`config.mk`:
```
export PLATFORM = sky130hd
export DESIGN_NAME = text_layout_font_addresser
export DESIGN_NICKNAME = d
export VERILOG_FILES = /design/src/tlfa_pkg.sv /design/src/tlfa_cfg.sv /design/src/tlfa_addr.sv /design/src/text_layout_font_addresser.sv
export SDC_FILE = /design/constraint.sdc
export NUM_CORES = 1
export LEC_CHECK = 0
export BUFFER_PORTS_ARGS = -buffer_cell sky130_fd_sc_hd__clkbuf_2
export CORE_UTILIZATION = 55
export DETAILED_ROUTE_END_ITERATION = 16
export HOLD_SLACK_MARGIN = 0.02
export PLACE_DENSITY = 0.75
export SLEW_MARGIN = 25
export SYNTH_ARGS = -nofsm -noshare
export SYNTH_HDL_FRONTEND = slang
export SYNTH_SLANG_ARGS = --single-unit
```
`constraint.sdc`:
```
create_clock -name clk -period 18.17 [get_ports clk]
set_input_delay 3.634 -clock clk [delete_from_list [all_inputs] [get_ports clk]]
set_output_delay 3.634 -clock clk [all_outputs]
set_load 0.01 [all_outputs]
```
`src/tlfa_pkg.sv`:
```
// Shared types and constants of the text layout font addresser.
package tlfa_pkg;

  // Field widths.
  localparam int COORD_W  = 10;
  localparam int ADDR_W   = 24;
  localparam int BYTE_W   = 8;
  localparam int PADDR_W  = 4;
  localparam int PDATA_W  = 32;
  localparam int REG_IDX_W = 2;

  // Request kinds.
  localparam logic REQ_START = 1'b0;
  localparam logic REQ_TEXT  = 1'b1;

  // Register indexes on the configuration port.
  localparam logic [REG_IDX_W-1:0] REG_GB_BASE    = 2'd0;
  localparam logic [REG_IDX_W-1:0] REG_ASCII_BASE = 2'd1;
  localparam logic [REG_IDX_W-1:0] REG_LIMIT_Y    = 2'd2;

  // Register reset values.
  localparam logic [COORD_W-1:0] LIMIT_Y_RESET = 10'd320;

  // Character codes.
  localparam logic [BYTE_W-1:0] CHAR_EOS     = 8'h00;
  localparam logic [BYTE_W-1:0] CHAR_NEWLINE = 8'h0A;
  localparam logic [BYTE_W-1:0] CHAR_SPACE   = 8'h20;

  // GB2312 code ranges.
  localparam logic [BYTE_W-1:0] LEAD_MIN     = 8'hA1;
  localparam logic [BYTE_W-1:0] ZONE1_END    = 8'hAA;
  localparam logic [BYTE_W-1:0] ZONE16_FIRST = 8'hB0;
  localparam logic [BYTE_W-1:0] ZONE_END     = 8'hF8;
  localparam logic [15:0]       ROW_CHARS    = 16'd94;
  localparam logic [15:0]       ZONE16_INDEX = 16'd1410;

  // Input item.
  typedef struct packed {
    logic               req_type;
    logic [COORD_W-1:0] start_x;
    logic [COORD_W-1:0] start_y;
    logic [BYTE_W-1:0]  text_byte;
  } in_t;

  // Result item.
  typedef struct packed {
    logic [COORD_W-1:0] glyph_x;
    logic [COORD_W-1:0] glyph_y;
    logic [ADDR_W-1:0]  font_addr;
    logic               double_width;
  } out_t;

  // Configuration register contents.
  typedef struct packed {
    logic [ADDR_W-1:0]  gb_font_base;
    logic [ADDR_W-1:0]  ascii_font_base;
    logic [COORD_W-1:0] screen_limit_y;
  } cfg_t;

endpackage

```
`src/tlfa_cfg.sv`:
```
// Configuration register file with its APB-style access port.
module tlfa_cfg (
  input  logic                          clk,
  input  logic                          rst_n,
  input  logic                          psel,
  input  logic                          penable,
  input  logic                          pwrite,
  input  logic [tlfa_pkg::PADDR_W-1:0]  paddr,
  input  logic [tlfa_pkg::PDATA_W-1:0]  pwdata,
  output logic [tlfa_pkg::PDATA_W-1:0]  prdata,
  output logic                          pready,
  output tlfa_pkg::cfg_t                cfg
);

  localparam int AW = tlfa_pkg::ADDR_W;
  localparam int CW = tlfa_pkg::COORD_W;
  localparam int DW = tlfa_pkg::PDATA_W;

  tlfa_pkg::cfg_t                  cfg_r;
  logic                            wr_en;
  logic [tlfa_pkg::REG_IDX_W-1:0]  reg_idx;

  assign pready  = 1'b1;
  assign reg_idx = paddr[tlfa_pkg::PADDR_W-1:2];
  assign wr_en   = psel && penable && pwrite && pready;
  assign cfg     = cfg_r;

  // Register writes in the access phase of a write transaction.
  always_ff @(posedge clk) begin
    if (!rst_n) begin
      cfg_r.gb_font_base    <= '0;
      cfg_r.ascii_font_base <= '0;
      cfg_r.screen_limit_y  <= tlfa_pkg::LIMIT_Y_RESET;
    end else if (wr_en) begin
      case (reg_idx)
        tlfa_pkg::REG_GB_BASE:    cfg_r.gb_font_base    <= pwdata[AW-1:0];
        tlfa_pkg::REG_ASCII_BASE: cfg_r.ascii_font_base <= pwdata[AW-1:0];
        tlfa_pkg::REG_LIMIT_Y:    cfg_r.screen_limit_y  <= pwdata[CW-1:0];
        default: ;
      endcase
    end
  end

  // Read data for the addressed register.
  always_comb begin
    case (reg_idx)
      tlfa_pkg::REG_GB_BASE:    prdata = DW'(cfg_r.gb_font_base);
      tlfa_pkg::REG_ASCII_BASE: prdata = DW'(cfg_r.ascii_font_base);
      tlfa_pkg::REG_LIMIT_Y:    prdata = DW'(cfg_r.screen_limit_y);
      default:                  prdata = '0;
    endcase
  end

endmodule

```
`src/tlfa_addr.sv`:
```
// Glyph bitmap address calculation for ASCII and GB2312 characters.
module tlfa_addr #(
  parameter int GLYPH_BYTES = 32
) (
  input  logic [tlfa_pkg::BYTE_W-1:0] lead_byte,
  input  logic [tlfa_pkg::BYTE_W-1:0] cur_byte,
  input  logic                        double_width,
  input  tlfa_pkg::cfg_t              cfg,
  output logic [tlfa_pkg::ADDR_W-1:0] font_addr
);

  localparam int AW = tlfa_pkg::ADDR_W;
  localparam int BW = tlfa_pkg::BYTE_W;
  // One extra bit so that the halved ASCII product keeps a full address.
  localparam int PW = AW + 1;
  localparam logic [AW-1:0] GLYPH_A = AW'(GLYPH_BYTES);
  localparam logic [PW-1:0] GLYPH_P = PW'(GLYPH_BYTES);

  logic [15:0]   row_base;
  logic [15:0]   col_off;
  logic [15:0]   gb_idx;
  logic [AW-1:0] gb_idx_ext;
  logic [AW-1:0] gb_prod;
  logic [PW-1:0] ascii_diff;
  logic [PW-1:0] ascii_prod;

  // GB2312 glyph index; differences wrap as two's complement.
  always_comb begin
    col_off  = {{(16-BW){1'b0}}, cur_byte} - {{(16-BW){1'b0}}, tlfa_pkg::LEAD_MIN};
    row_base = '0;
    gb_idx   = '0;
    if (lead_byte < tlfa_pkg::ZONE1_END) begin
      row_base = 16'(lead_byte - tlfa_pkg::LEAD_MIN) * tlfa_pkg::ROW_CHARS;
      gb_idx   = row_base + col_off;
    end else if (lead_byte >= tlfa_pkg::ZONE16_FIRST && lead_byte < tlfa_pkg::ZONE_END) begin
      row_base = tlfa_pkg::ZONE16_INDEX
               + 16'(lead_byte - tlfa_pkg::ZONE16_FIRST) * tlfa_pkg::ROW_CHARS;
      gb_idx   = row_base + col_off;
    end
  end

  assign gb_idx_ext = {{(AW-16){gb_idx[15]}}, gb_idx};
  assign gb_prod    = gb_idx_ext * GLYPH_A;

  // ASCII glyphs are half size: offset is (ch - space) * GLYPH_BYTES / 2.
  assign ascii_diff = {{(PW-BW){1'b0}}, cur_byte} - {{(PW-BW){1'b0}}, tlfa_pkg::CHAR_SPACE};
  assign ascii_prod = ascii_diff * GLYPH_P;

  assign font_addr = double_width ? (cfg.gb_font_base + gb_prod)
                                  : (cfg.ascii_font_base + ascii_prod[PW-1:1]);

endmodule

```
`src/text_layout_font_addresser.sv`:
```
// Top level of the text layout font addresser: cursor state and handshake pipeline.
//
// The block takes one transaction per clock cycle while in_stall is low. An item
// goes through an input register, then the cursor update and the font address
// logic, then a result register. The cursor, line origin and pending GB2312
// lead byte are updated in that single stage, so back-to-back text bytes need no
// bubbles. A start request, a newline, an end-of-string zero and a GB2312 lead
// byte give no result. A GB2312 glyph is reported when its trail byte arrives, at
// the position the cursor took when the lead byte came in. Configuration
// registers sit at byte addresses 0, 4 and 8 and must only be written while the
// block is idle. There is no clearing pass after reset.
module text_layout_font_addresser #(
  parameter int CELL_ALONG  = 16,
  parameter int CELL_ACROSS = 16,
  parameter int GLYPH_BYTES = 32
) (
  input  logic                          clk,
  input  logic                          rst_n,
  input  logic                          in_valid,
  output logic                          in_stall,
  input  tlfa_pkg::in_t                 in_data,
  output logic                          out_valid,
  input  logic                          out_stall,
  output tlfa_pkg::out_t                out_data,
  input  logic                          psel,
  input  logic                          penable,
  input  logic                          pwrite,
  input  logic [tlfa_pkg::PADDR_W-1:0]  paddr,
  input  logic [tlfa_pkg::PDATA_W-1:0]  pwdata,
  output logic [tlfa_pkg::PDATA_W-1:0]  prdata,
  output logic                          pready
);

  localparam int CW = tlfa_pkg::COORD_W;
  localparam int BW = tlfa_pkg::BYTE_W;
  localparam logic [CW-1:0] STEP_FULL   = CW'(CELL_ALONG);
  localparam logic [CW-1:0] STEP_HALF   = CW'(CELL_ALONG / 2);
  localparam logic [CW-1:0] STEP_ACROSS = CW'(CELL_ACROSS);
  localparam logic [CW:0]   WRAP_STEP   = (CW + 1)'(CELL_ALONG);

  tlfa_pkg::cfg_t  cfg;
  tlfa_pkg::in_t   s1_r;
  logic            s1_valid_r, s1_valid_nxt;
  tlfa_pkg::out_t  out_r, out_nxt;
  logic            out_valid_r, out_valid_nxt;

  logic [CW-1:0]   cursor_line_r, cursor_line_nxt;
  logic [CW-1:0]   cursor_pos_r, cursor_pos_nxt;
  logic [CW-1:0]   line_origin_r, line_origin_nxt;
  logic [BW-1:0]   lead_byte_r, lead_byte_nxt;
  logic            lead_pending_r, lead_pending_nxt;

  logic            is_text, is_trail, is_eos, is_newline, is_lead, wrap;
  logic            has_result, s1_go, out_free, in_accept;
  logic [CW-1:0]   line_eff, pos_eff;
  logic [tlfa_pkg::ADDR_W-1:0] font_addr;
  logic [BW-1:0]   cur_byte;

  // Configuration registers.
  tlfa_cfg u_cfg (
    .clk     (clk),
    .rst_n   (rst_n),
    .psel    (psel),
    .penable (penable),
    .pwrite  (pwrite),
    .paddr   (paddr),
    .pwdata  (pwdata),
    .prdata  (prdata),
    .pready  (pready),
    .cfg     (cfg)
  );

  // Handshake: the input register drains when its item needs no result slot
  // or the result register is free.
  assign out_free  = !out_valid_r || !out_stall;
  assign s1_go     = s1_valid_r && (!has_result || out_free);
  assign in_stall  = s1_valid_r && !s1_go;
  assign in_accept = in_valid && !in_stall;
  assign out_valid = out_valid_r;
  assign out_data  = out_r;

  // Classification of the item in the input register.
  assign cur_byte   = s1_r.text_byte;
  assign is_text    = s1_r.req_type == tlfa_pkg::REQ_TEXT;
  assign is_trail   = is_text && lead_pending_r;
  assign is_eos     = is_text && !lead_pending_r && cur_byte == tlfa_pkg::CHAR_EOS;
  assign is_newline = cur_byte == tlfa_pkg::CHAR_NEWLINE;
  assign wrap       = is_text && !lead_pending_r && !is_eos
                    && (({1'b0, cursor_pos_r} + WRAP_STEP > {1'b0, cfg.screen_limit_y})
                        || is_newline);
  assign is_lead    = is_text && !lead_pending_r && cur_byte >= tlfa_pkg::LEAD_MIN;
  assign has_result = is_trail
                    || (is_text && !is_eos && !is_newline && cur_byte < tlfa_pkg::LEAD_MIN);
  assign line_eff   = wrap ? cursor_line_r + STEP_ACROSS : cursor_line_r;
  assign pos_eff    = wrap ? line_origin_r : cursor_pos_r;

  // Font address of the glyph.
  tlfa_addr #(
    .GLYPH_BYTES (GLYPH_BYTES)
  ) u_addr (
    .lead_byte    (lead_byte_r),
    .cur_byte     (cur_byte),
    .double_width (is_trail),
    .cfg          (cfg),
    .font_addr    (font_addr)
  );

  // Cursor and lead byte update.
  always_comb begin
    cursor_line_nxt  = cursor_line_r;
    cursor_pos_nxt   = cursor_pos_r;
    line_origin_nxt  = line_origin_r;
    lead_byte_nxt    = lead_byte_r;
    lead_pending_nxt = lead_pending_r;
    if (s1_go) begin
      if (!is_text) begin
        cursor_line_nxt  = s1_r.start_x;
        cursor_pos_nxt   = s1_r.start_y;
        line_origin_nxt  = s1_r.start_y;
        lead_pending_nxt = 1'b0;
      end else if (is_trail) begin
        cursor_pos_nxt   = cursor_pos_r + STEP_FULL;
        lead_pending_nxt = 1'b0;
      end else if (!is_eos) begin
        cursor_line_nxt = line_eff;
        if (is_newline) begin
          cursor_pos_nxt = pos_eff;
        end else if (is_lead) begin
          cursor_pos_nxt   = pos_eff;
          lead_byte_nxt    = cur_byte;
          lead_pending_nxt = 1'b1;
        end else begin
          cursor_pos_nxt = pos_eff + STEP_HALF;
        end
      end
    end
  end

  // Pipeline register next values.
  always_comb begin
    s1_valid_nxt = s1_valid_r;
    if (in_accept) begin
      s1_valid_nxt = 1'b1;
    end else if (s1_go) begin
      s1_valid_nxt = 1'b0;
    end
    out_valid_nxt = out_valid_r;
    out_nxt       = out_r;
    if (out_free) begin
      out_valid_nxt = s1_go && has_result;
      out_nxt.glyph_x      = line_eff;
      out_nxt.glyph_y      = pos_eff;
      out_nxt.font_addr    = font_addr;
      out_nxt.double_width = is_trail;
    end
  end

  // Control state.
  always_ff @(posedge clk) begin
    if (!rst_n) begin
      s1_valid_r     <= 1'b0;
      out_valid_r    <= 1'b0;
      cursor_line_r  <= '0;
      cursor_pos_r   <= '0;
      line_origin_r  <= '0;
      lead_byte_r    <= '0;
      lead_pending_r <= 1'b0;
    end else begin
      s1_valid_r     <= s1_valid_nxt;
      out_valid_r    <= out_valid_nxt;
      cursor_line_r  <= cursor_line_nxt;
      cursor_pos_r   <= cursor_pos_nxt;
      line_origin_r  <= line_origin_nxt;
      lead_byte_r    <= lead_byte_nxt;
      lead_pending_r <= lead_pending_nxt;
    end
  end

  // Payload registers.
  always_ff @(posedge clk) begin
    if (in_accept) begin
      s1_r <= in_data;
    end
    out_r <= out_nxt;
  end

`ifndef SYNTHESIS
  // A new result only ever follows a text transaction in the input register.
  a_result_from_text: assert property (@(posedge clk) disable iff (!rst_n)
    $rose(out_valid_r) |-> $past(s1_valid_r && s1_r.req_type == tlfa_pkg::REQ_TEXT))
    else $error("result produced without a text transaction");

  // A start request always drops a pending lead byte.
  a_start_clears_lead: assert property (@(posedge clk) disable iff (!rst_n)
    (s1_go && !is_text) |=> !lead_pending_r)
    else $error("lead byte still pending after start request");

  // A trail byte consumes the lead byte and leaves a double-width result.
  a_trail_result: assert property (@(posedge clk) disable iff (!rst_n)
    (s1_go && is_trail) |=> (!lead_pending_r && out_valid_r && out_r.double_width))
    else $error("trail byte did not complete a double-width glyph");
`endif

endmodule

```
==> flow_metrics.env, run 1 <==
export IMPL_status="finished, final reports clean"
export IMPL_place_congestion=0.901
export IMPL_globalRouteTotalUtil=0.262
export IMPL_synth_top_area_share=0.159
export IMPL_synth_most_common_cell="nand2_1"
export IMPL_yosys_area_top_type="edfxtp_1"
export IMPL_insertion_delay_ps=450
export IMPL_htreeDepth=4
export IMPL_max_slew_worst_pin_slew_ps=1000
export IMPL_cpPeakStageDelay_ps=830
export IMPL_dr_pass1_iters=5
export IMPL_drive_above_1_share=0.122
export IMPL_area_delta_synth_final_pct=10.7
export IMPL_grt_pass1_wl_um=54500
export IMPL_grt_pass1_vias=10900
export IMPL_path_delay_family="simple AND/OR/NAND/NOR gates"
export IMPL_drt_vias_per_instance=5.69
export IMPL_pwr_density_cell_nw_per_um2=117
export IMPL_antenna_found_initial=0
export IMPL_ir_drop_mv=0.0769
export IMPL_path_buf_inv=2
export IMPL_required_ps=14540
export IMPL_drt_iter0_markers=720
export IMPL_synth_async_reset_ratio=0
export IMPL_synth_area_leaders="edfxtp_1 (16%), dfxtp_1 (14%), ha_1 (14%)"
export IMPL_die_area_um2=26100
export IMPL_finalHoldViolations=0
export IMPL_port_buffers=132
export IMPL_initial_core_util=0.568
export IMPL_path_cells="clkbuf_2 -> nor2b_1 -> nand2_1 -> o21ai_0 -> clkbuf_2"
export IMPL_wl_per_cell_um=16.6
export IMPL_max_slew_margin_rel=0.329
export IMPL_ys_flop_type="dfxtp_1"
export IMPL_cts_setup_buffers=0
export IMPL_cp_slowest_cell="nor2b_1"
export IMPL_synth_warning_count=0
export IMPL_finClkSkew_ps=14.6
export IMPL_hold_ws_ps=439
export IMPL_worstSetupEndpointType="output pin"
export IMPL_hold_path_class="reg -> reg"
export IMPL_p_leak_nw=6.86
export IMPL_grt_max_degree=106
export IMPL_power_mw=1.81
export IMPL_clk_pin_slew_ps=70
export IMPL_nNetsFinal=1959
export IMPL_cts_sinks=173
export IMPL_fin_tns_setup_ps=0
export IMPL_final_core_util=0.629
export IMPL_core_area_um2=24600
export IMPL_start_kind="input port"
export IMPL_avgSynthCellArea_um2=8.77
export IMPL_std_cell_rows=57
export IMPL_fin_crit_sh=0.501
export IMPL_drv_cap=0
export IMPL_cp_common_cell="clkbuf_2"
export IMPL_ant_nets=0
export IMPL_seq_area_frac_synth=0.301
export IMPL_cts_resized_gates=0
export IMPL_cts_tree="built"
export IMPL_critPathArrivalTime_ps=5470
export IMPL_cts_buffer_depth=2
export IMPL_die_width_um=161
export IMPL_fmax_mhz=110
export IMPL_routed_wl_um=33800
export IMPL_cts_hold_buffers_added=0
export IMPL_cts_buffers=17
export IMPL_stdcell_count=2031
export IMPL_synthTopCellsByCount="nand2_1 (237), ha_1 (156), inv_1 (140), dfxtp_1 (99), a21oi_1 (91)"
export IMPL_hpwl_um=25400
export IMPL_drcViolationCount=0
export IMPL_worst_path_max_fanout=30
export IMPL_syn_inst=1595
export IMPL_die_h_um=161
export IMPL_cts_root_buffer="clkbuf_16"
export IMPL_ys_ff_latch=173
export IMPL_synth_distinct_cells=81
export IMPL_finalSetupViolCount=0
export IMPL_grt_setup_unrepaired="no"
export IMPL_synthesis_area_um2=14000
export IMPL_slew_violations=0
export IMPL_place_inst=1998
export IMPL_synth_edf_count=74
export IMPL_fin_crit_ps=9100
export IMPL_num_vias=11600
export IMPL_ioPinCount=152
export IMPL_crit_type="in -> out"
export IMPL_grt_ovfl_total=0
export IMPL_insertedDiodeCount=0
-- cell type report --
type | count | area, um^2
Sequential cell | 173 | 4200
Timing Repair Buffer | 139 | 717
Multi-Input combinational cell | 1219 | 8980
Clock inverter | 15 | 205
Fill cell | 2111 | 9120
Inverter | 144 | 541
Clock buffer | 17 | 425
Tap cell | 324 | 405
-- kinds of logic after synthesis --
group | count (synthesis) | synth area share
multiplexers | 45 | 0.0336
adder cells (fa/ha/maj) | 193 | 0.193
AND/OR/NAND/NOR | 460 | 0.148
buffers and inverters | 210 | 0.0600
flip-flops | 173 | 0.301
XOR/XNOR | 127 | 0.0815
AO/OA/AOI/OAI | 385 | 0.183
other | 2 | 0.000537
-- flip-flops by register name, indices dropped and copies added (netlist names), 8 cells and up --
| register | flops |
|---|---|
| cursor_line_r | 10 |
| u_cfg.cfg | 58 |
| s1_r | 20 |
| line_origin_r | 10 |
| cursor_pos_r | 10 |
| out_data | 45 |
| lead_byte_r | 8 |
| cur_byte | 8 |
-- power breakdown --
| part | switching (mW) | internal [mW] | leakage [nW] |
|---|---|---|---|
| clock | 0.197 | 0.191 | 0.300 |
| combinational | 0.558 | 0.422 | 4.95 |
| sequential | 0.0143 | 0.423 | 1.61 |
| total | 0.769 | 1.04 | 6.86 |
-- final timing paths --
| path | from | endpoint | slack (ps) | cells past startpoint |
|---|---|---|---|---|
| worst max-delay path | paddr[2] | prdata[5] | 9070 | 5 |
| worst min-delay path | cursor_line_r[0]$_SDFFE_PN0P_ | out_data[35]$_DFFE_PP_ | 440 | 0 |
| worst max register to register | lead_byte_r[2]$_SDFFE_PN0P_ | out_data[24]$_DFFE_PP_ | 9430 | 32 |
| worst min register to register | cursor_line_r[0]$_SDFFE_PN0P_ | out_data[35]$_DFFE_PP_ | 440 | 0 |
-- cells in the final DEF (no fill, tap or decap), types with 11 or more instances in the layout --
cell type and n:
nand2_1 236, ha_1 156, inv_1 140, clkbuf_2 132
dfxtp_1 99, a21oi_1 91, nor2_1 90, xnor2_1 79
a21boi_0 78, edfxtp_1 74, o21ai_0 71, xor2_1 46
fa_1 37, mux2i_1 33, nand3_1 29, nor2b_1 19
a21o_1 19, o21a_1 17, clkbuf_16 17, and2_1 14
o22ai_1 14, nor3_1 13, o21bai_1 13, mux2_2 11
-- routing by layer --
layer / vias to the layer above / part of all wire / track usage / wire [um]
met5: - / 0 / 0 / 0
met4: 0 / 0.019 / 0.0823 / 653
met3: 49 / 0.050 / 0.0354 / 1680
met2: 343 / 0.48 / 0.439 / 16100
met1: 5462 / 0.45 / 0.348 / 15300
li1: 5706 / - / - / -
-- through the flow --
stage               worst slack (ps)  instance area [um^2]
floorplan                       9230                 14000
global placement                9050                 14800
detailed placement              9090                 14800
CTS                             9090                 15500
global route                    8870                 15500
finish                          9070                 15500
Note: power is estimated with default switching activity, not from simulation.
==> run 2, diff against run 1 <==
PLACE_DENSITY = 0.78   (was 0.75)
clock period = 8.2 ns   (was 18.17 ns; I/O delays follow)
==> flow_metrics.env, run 2 (same netlist as run 1, synthesis figures left out) <==
export IMPL_status="finished, final reports clean"
export IMPL_area_delta_synth_final_pct=11.6
export IMPL_r2r_start="lead_byte_r[5]$_SDFFE_PN0P_"
export IMPL_finalSetupViolCount=0
export IMPL_drv_cap=0
export IMPL_fin_crit_sh=0.943
export IMPL_max_slew_margin_rel=0.304
export IMPL_core_area_um2=24600
export IMPL_cp_common_cell="ha_1"
export IMPL_finalHoldViolations=0
export IMPL_wl_per_cell_um=16.8
export IMPL_port_buffers=132
export IMPL_start_kind="flop"
export IMPL_die_area_um2=26100
export IMPL_layout_common_cells="nand2_1 (236), ha_1 (156), inv_1 (140)"
export IMPL_sw_frac_of_total=0.413
export IMPL_dr_pass1_iters=7
export IMPL_drt_iter0_markers=851
export IMPL_insertion_delay_ps=440
export IMPL_pwr_density_cell_nw_per_um2=257
export IMPL_grt_max_degree=106
export IMPL_placed_cell_area_um2=15000
export IMPL_hpwl_um=26000
export IMPL_place_congestion=0.898
export IMPL_antenna_found_initial=0
export IMPL_die_width_um=161
export IMPL_final_common_cell="nand2_1"
export IMPL_crit_type="reg -> reg"
export IMPL_switching_power_mw=1.65
export IMPL_internal_power_mw=2.35
export IMPL_max_slew_worst_pin_slew_ps=1040
export IMPL_finClkSkew_ps=17.3
export IMPL_largest_reg_flops=58
export IMPL_cts_buffer_depth=2
export IMPL_slew_violations=0
export IMPL_cts_tree="built"
export IMPL_stdcell_count=2052
export IMPL_grt_pass1_wl_um=55900
export IMPL_final_cell_area_um2=15600
export IMPL_hold_path_class="reg -> reg"
export IMPL_hold_start="cursor_line_r[2]$_SDFFE_PN0P_"
export IMPL_cp_startpoint="lead_byte_r[5]$_SDFFE_PN0P_"
export IMPL_num_vias=11700
export IMPL_p_leak_nw=6.96
export IMPL_path_delay_family="adder cells"
export IMPL_cp_slowest_cell="xnor2_1"
export IMPL_drt_vias_per_instance=5.68
export IMPL_cts_root_buffer="clkbuf_16"
export IMPL_place_inst=2020
export IMPL_insertedDiodeCount=0
export IMPL_grt_ovfl_total=0
export IMPL_routed_wl_um=34400
export IMPL_fmax_mhz=129
export IMPL_critPathArrivalTime_ps=7890
export IMPL_fin_crit_ps=7730
export IMPL_ioPinCount=152
export IMPL_worst_path_max_fanout=10
export IMPL_p_seq_frac=0.242
export IMPL_cts_setup_buffers=0
export IMPL_cpPeakStageDelay_ps=610
export IMPL_htreeDepth=4
export IMPL_globalRouteTotalUtil=0.270
export IMPL_path_buf_inv=3
export IMPL_ant_nets=0
export IMPL_drive_above_1_share=0.132
export IMPL_grt_pass1_vias=11200
export IMPL_post_place_ws_ps=442
export IMPL_initial_core_util=0.568
export IMPL_worstSetupEndpointType="flop"
export IMPL_required_ps=8360
export IMPL_clk_pin_slew_ps=80
export IMPL_clockPowerShare=0.206
export IMPL_ir_drop_mv=0.173
export IMPL_setup_slack_ps=470
export IMPL_drcViolationCount=0
export IMPL_fin_tns_setup_ps=0
export IMPL_std_cell_rows=57
export IMPL_nNetsFinal=1980
export IMPL_combPwrFrac=0.552
export IMPL_cts_sinks=173
export IMPL_cts_buffers=17
export IMPL_n_fill_cell=2076
export IMPL_grt_setup_unrepaired="no"
export IMPL_die_h_um=161
-- run 2: per-layer routing --
layer,track usage,share of wire
met5,0,0
met4,0.0823,0.020
met3,0.0367,0.053
met2,0.458,0.49
met1,0.356,0.44
-- run 2: what timing repair did --
item	CTS	global route
hold buffers	0	0
setup endpoints to repair	0	1
resized for setup	0	1
-- run 2: area by class of cell --
| cell class | instances | area, um^2 | share of cell area |
|---|---|---|---|
| Multi-Input combinational cell | 1219 | 8980 | 0.576 |
| Timing Repair Buffer | 160 | 871 | 0.0558 |
| Tap cell | 324 | 405 | 0.0260 |
| Sequential cell | 173 | 4210 | 0.270 |
| Clock buffer | 21 | 472 | 0.0302 |
| Clock inverter | 11 | 118 | 0.00754 |
| Inverter | 144 | 541 | 0.0347 |
-- run 2: path summary, 6_finish.rpt --
kind                       endpoint  depth (start not counted)  slack, ps
max          out_data[24]$_DFFE_PP_                         28        470
min          out_data[37]$_DFFE_PP_                          0        440
max reg2reg  out_data[24]$_DFFE_PP_                         28        470
min reg2reg  out_data[37]$_DFFE_PP_                          0        440
-- run 2: power groups by stage --
stage                     Clock, mW  Sequential [mW]  Combinational [mW]
final                         0.826            0.969                2.21
after global routing          0.870            0.972                2.45
after CTS                     0.837            0.968                2.20
after detailed placement          0            0.986                2.17
after global placement            0            0.986                2.12
after floorplan                   0            0.987                1.70
-- run 2: through the flow --
stage	total power [mW]	hold WS, ps	utilization
5_1_grt	4.29	457	0.634
3_3_place_gp	3.11	413	0.609
4_1_cts	4.00	446	0.633
3_5_place_dp	3.16	421	0.609
2_1_floorplan	2.69	408	-
6_report	4.00	439	0.634
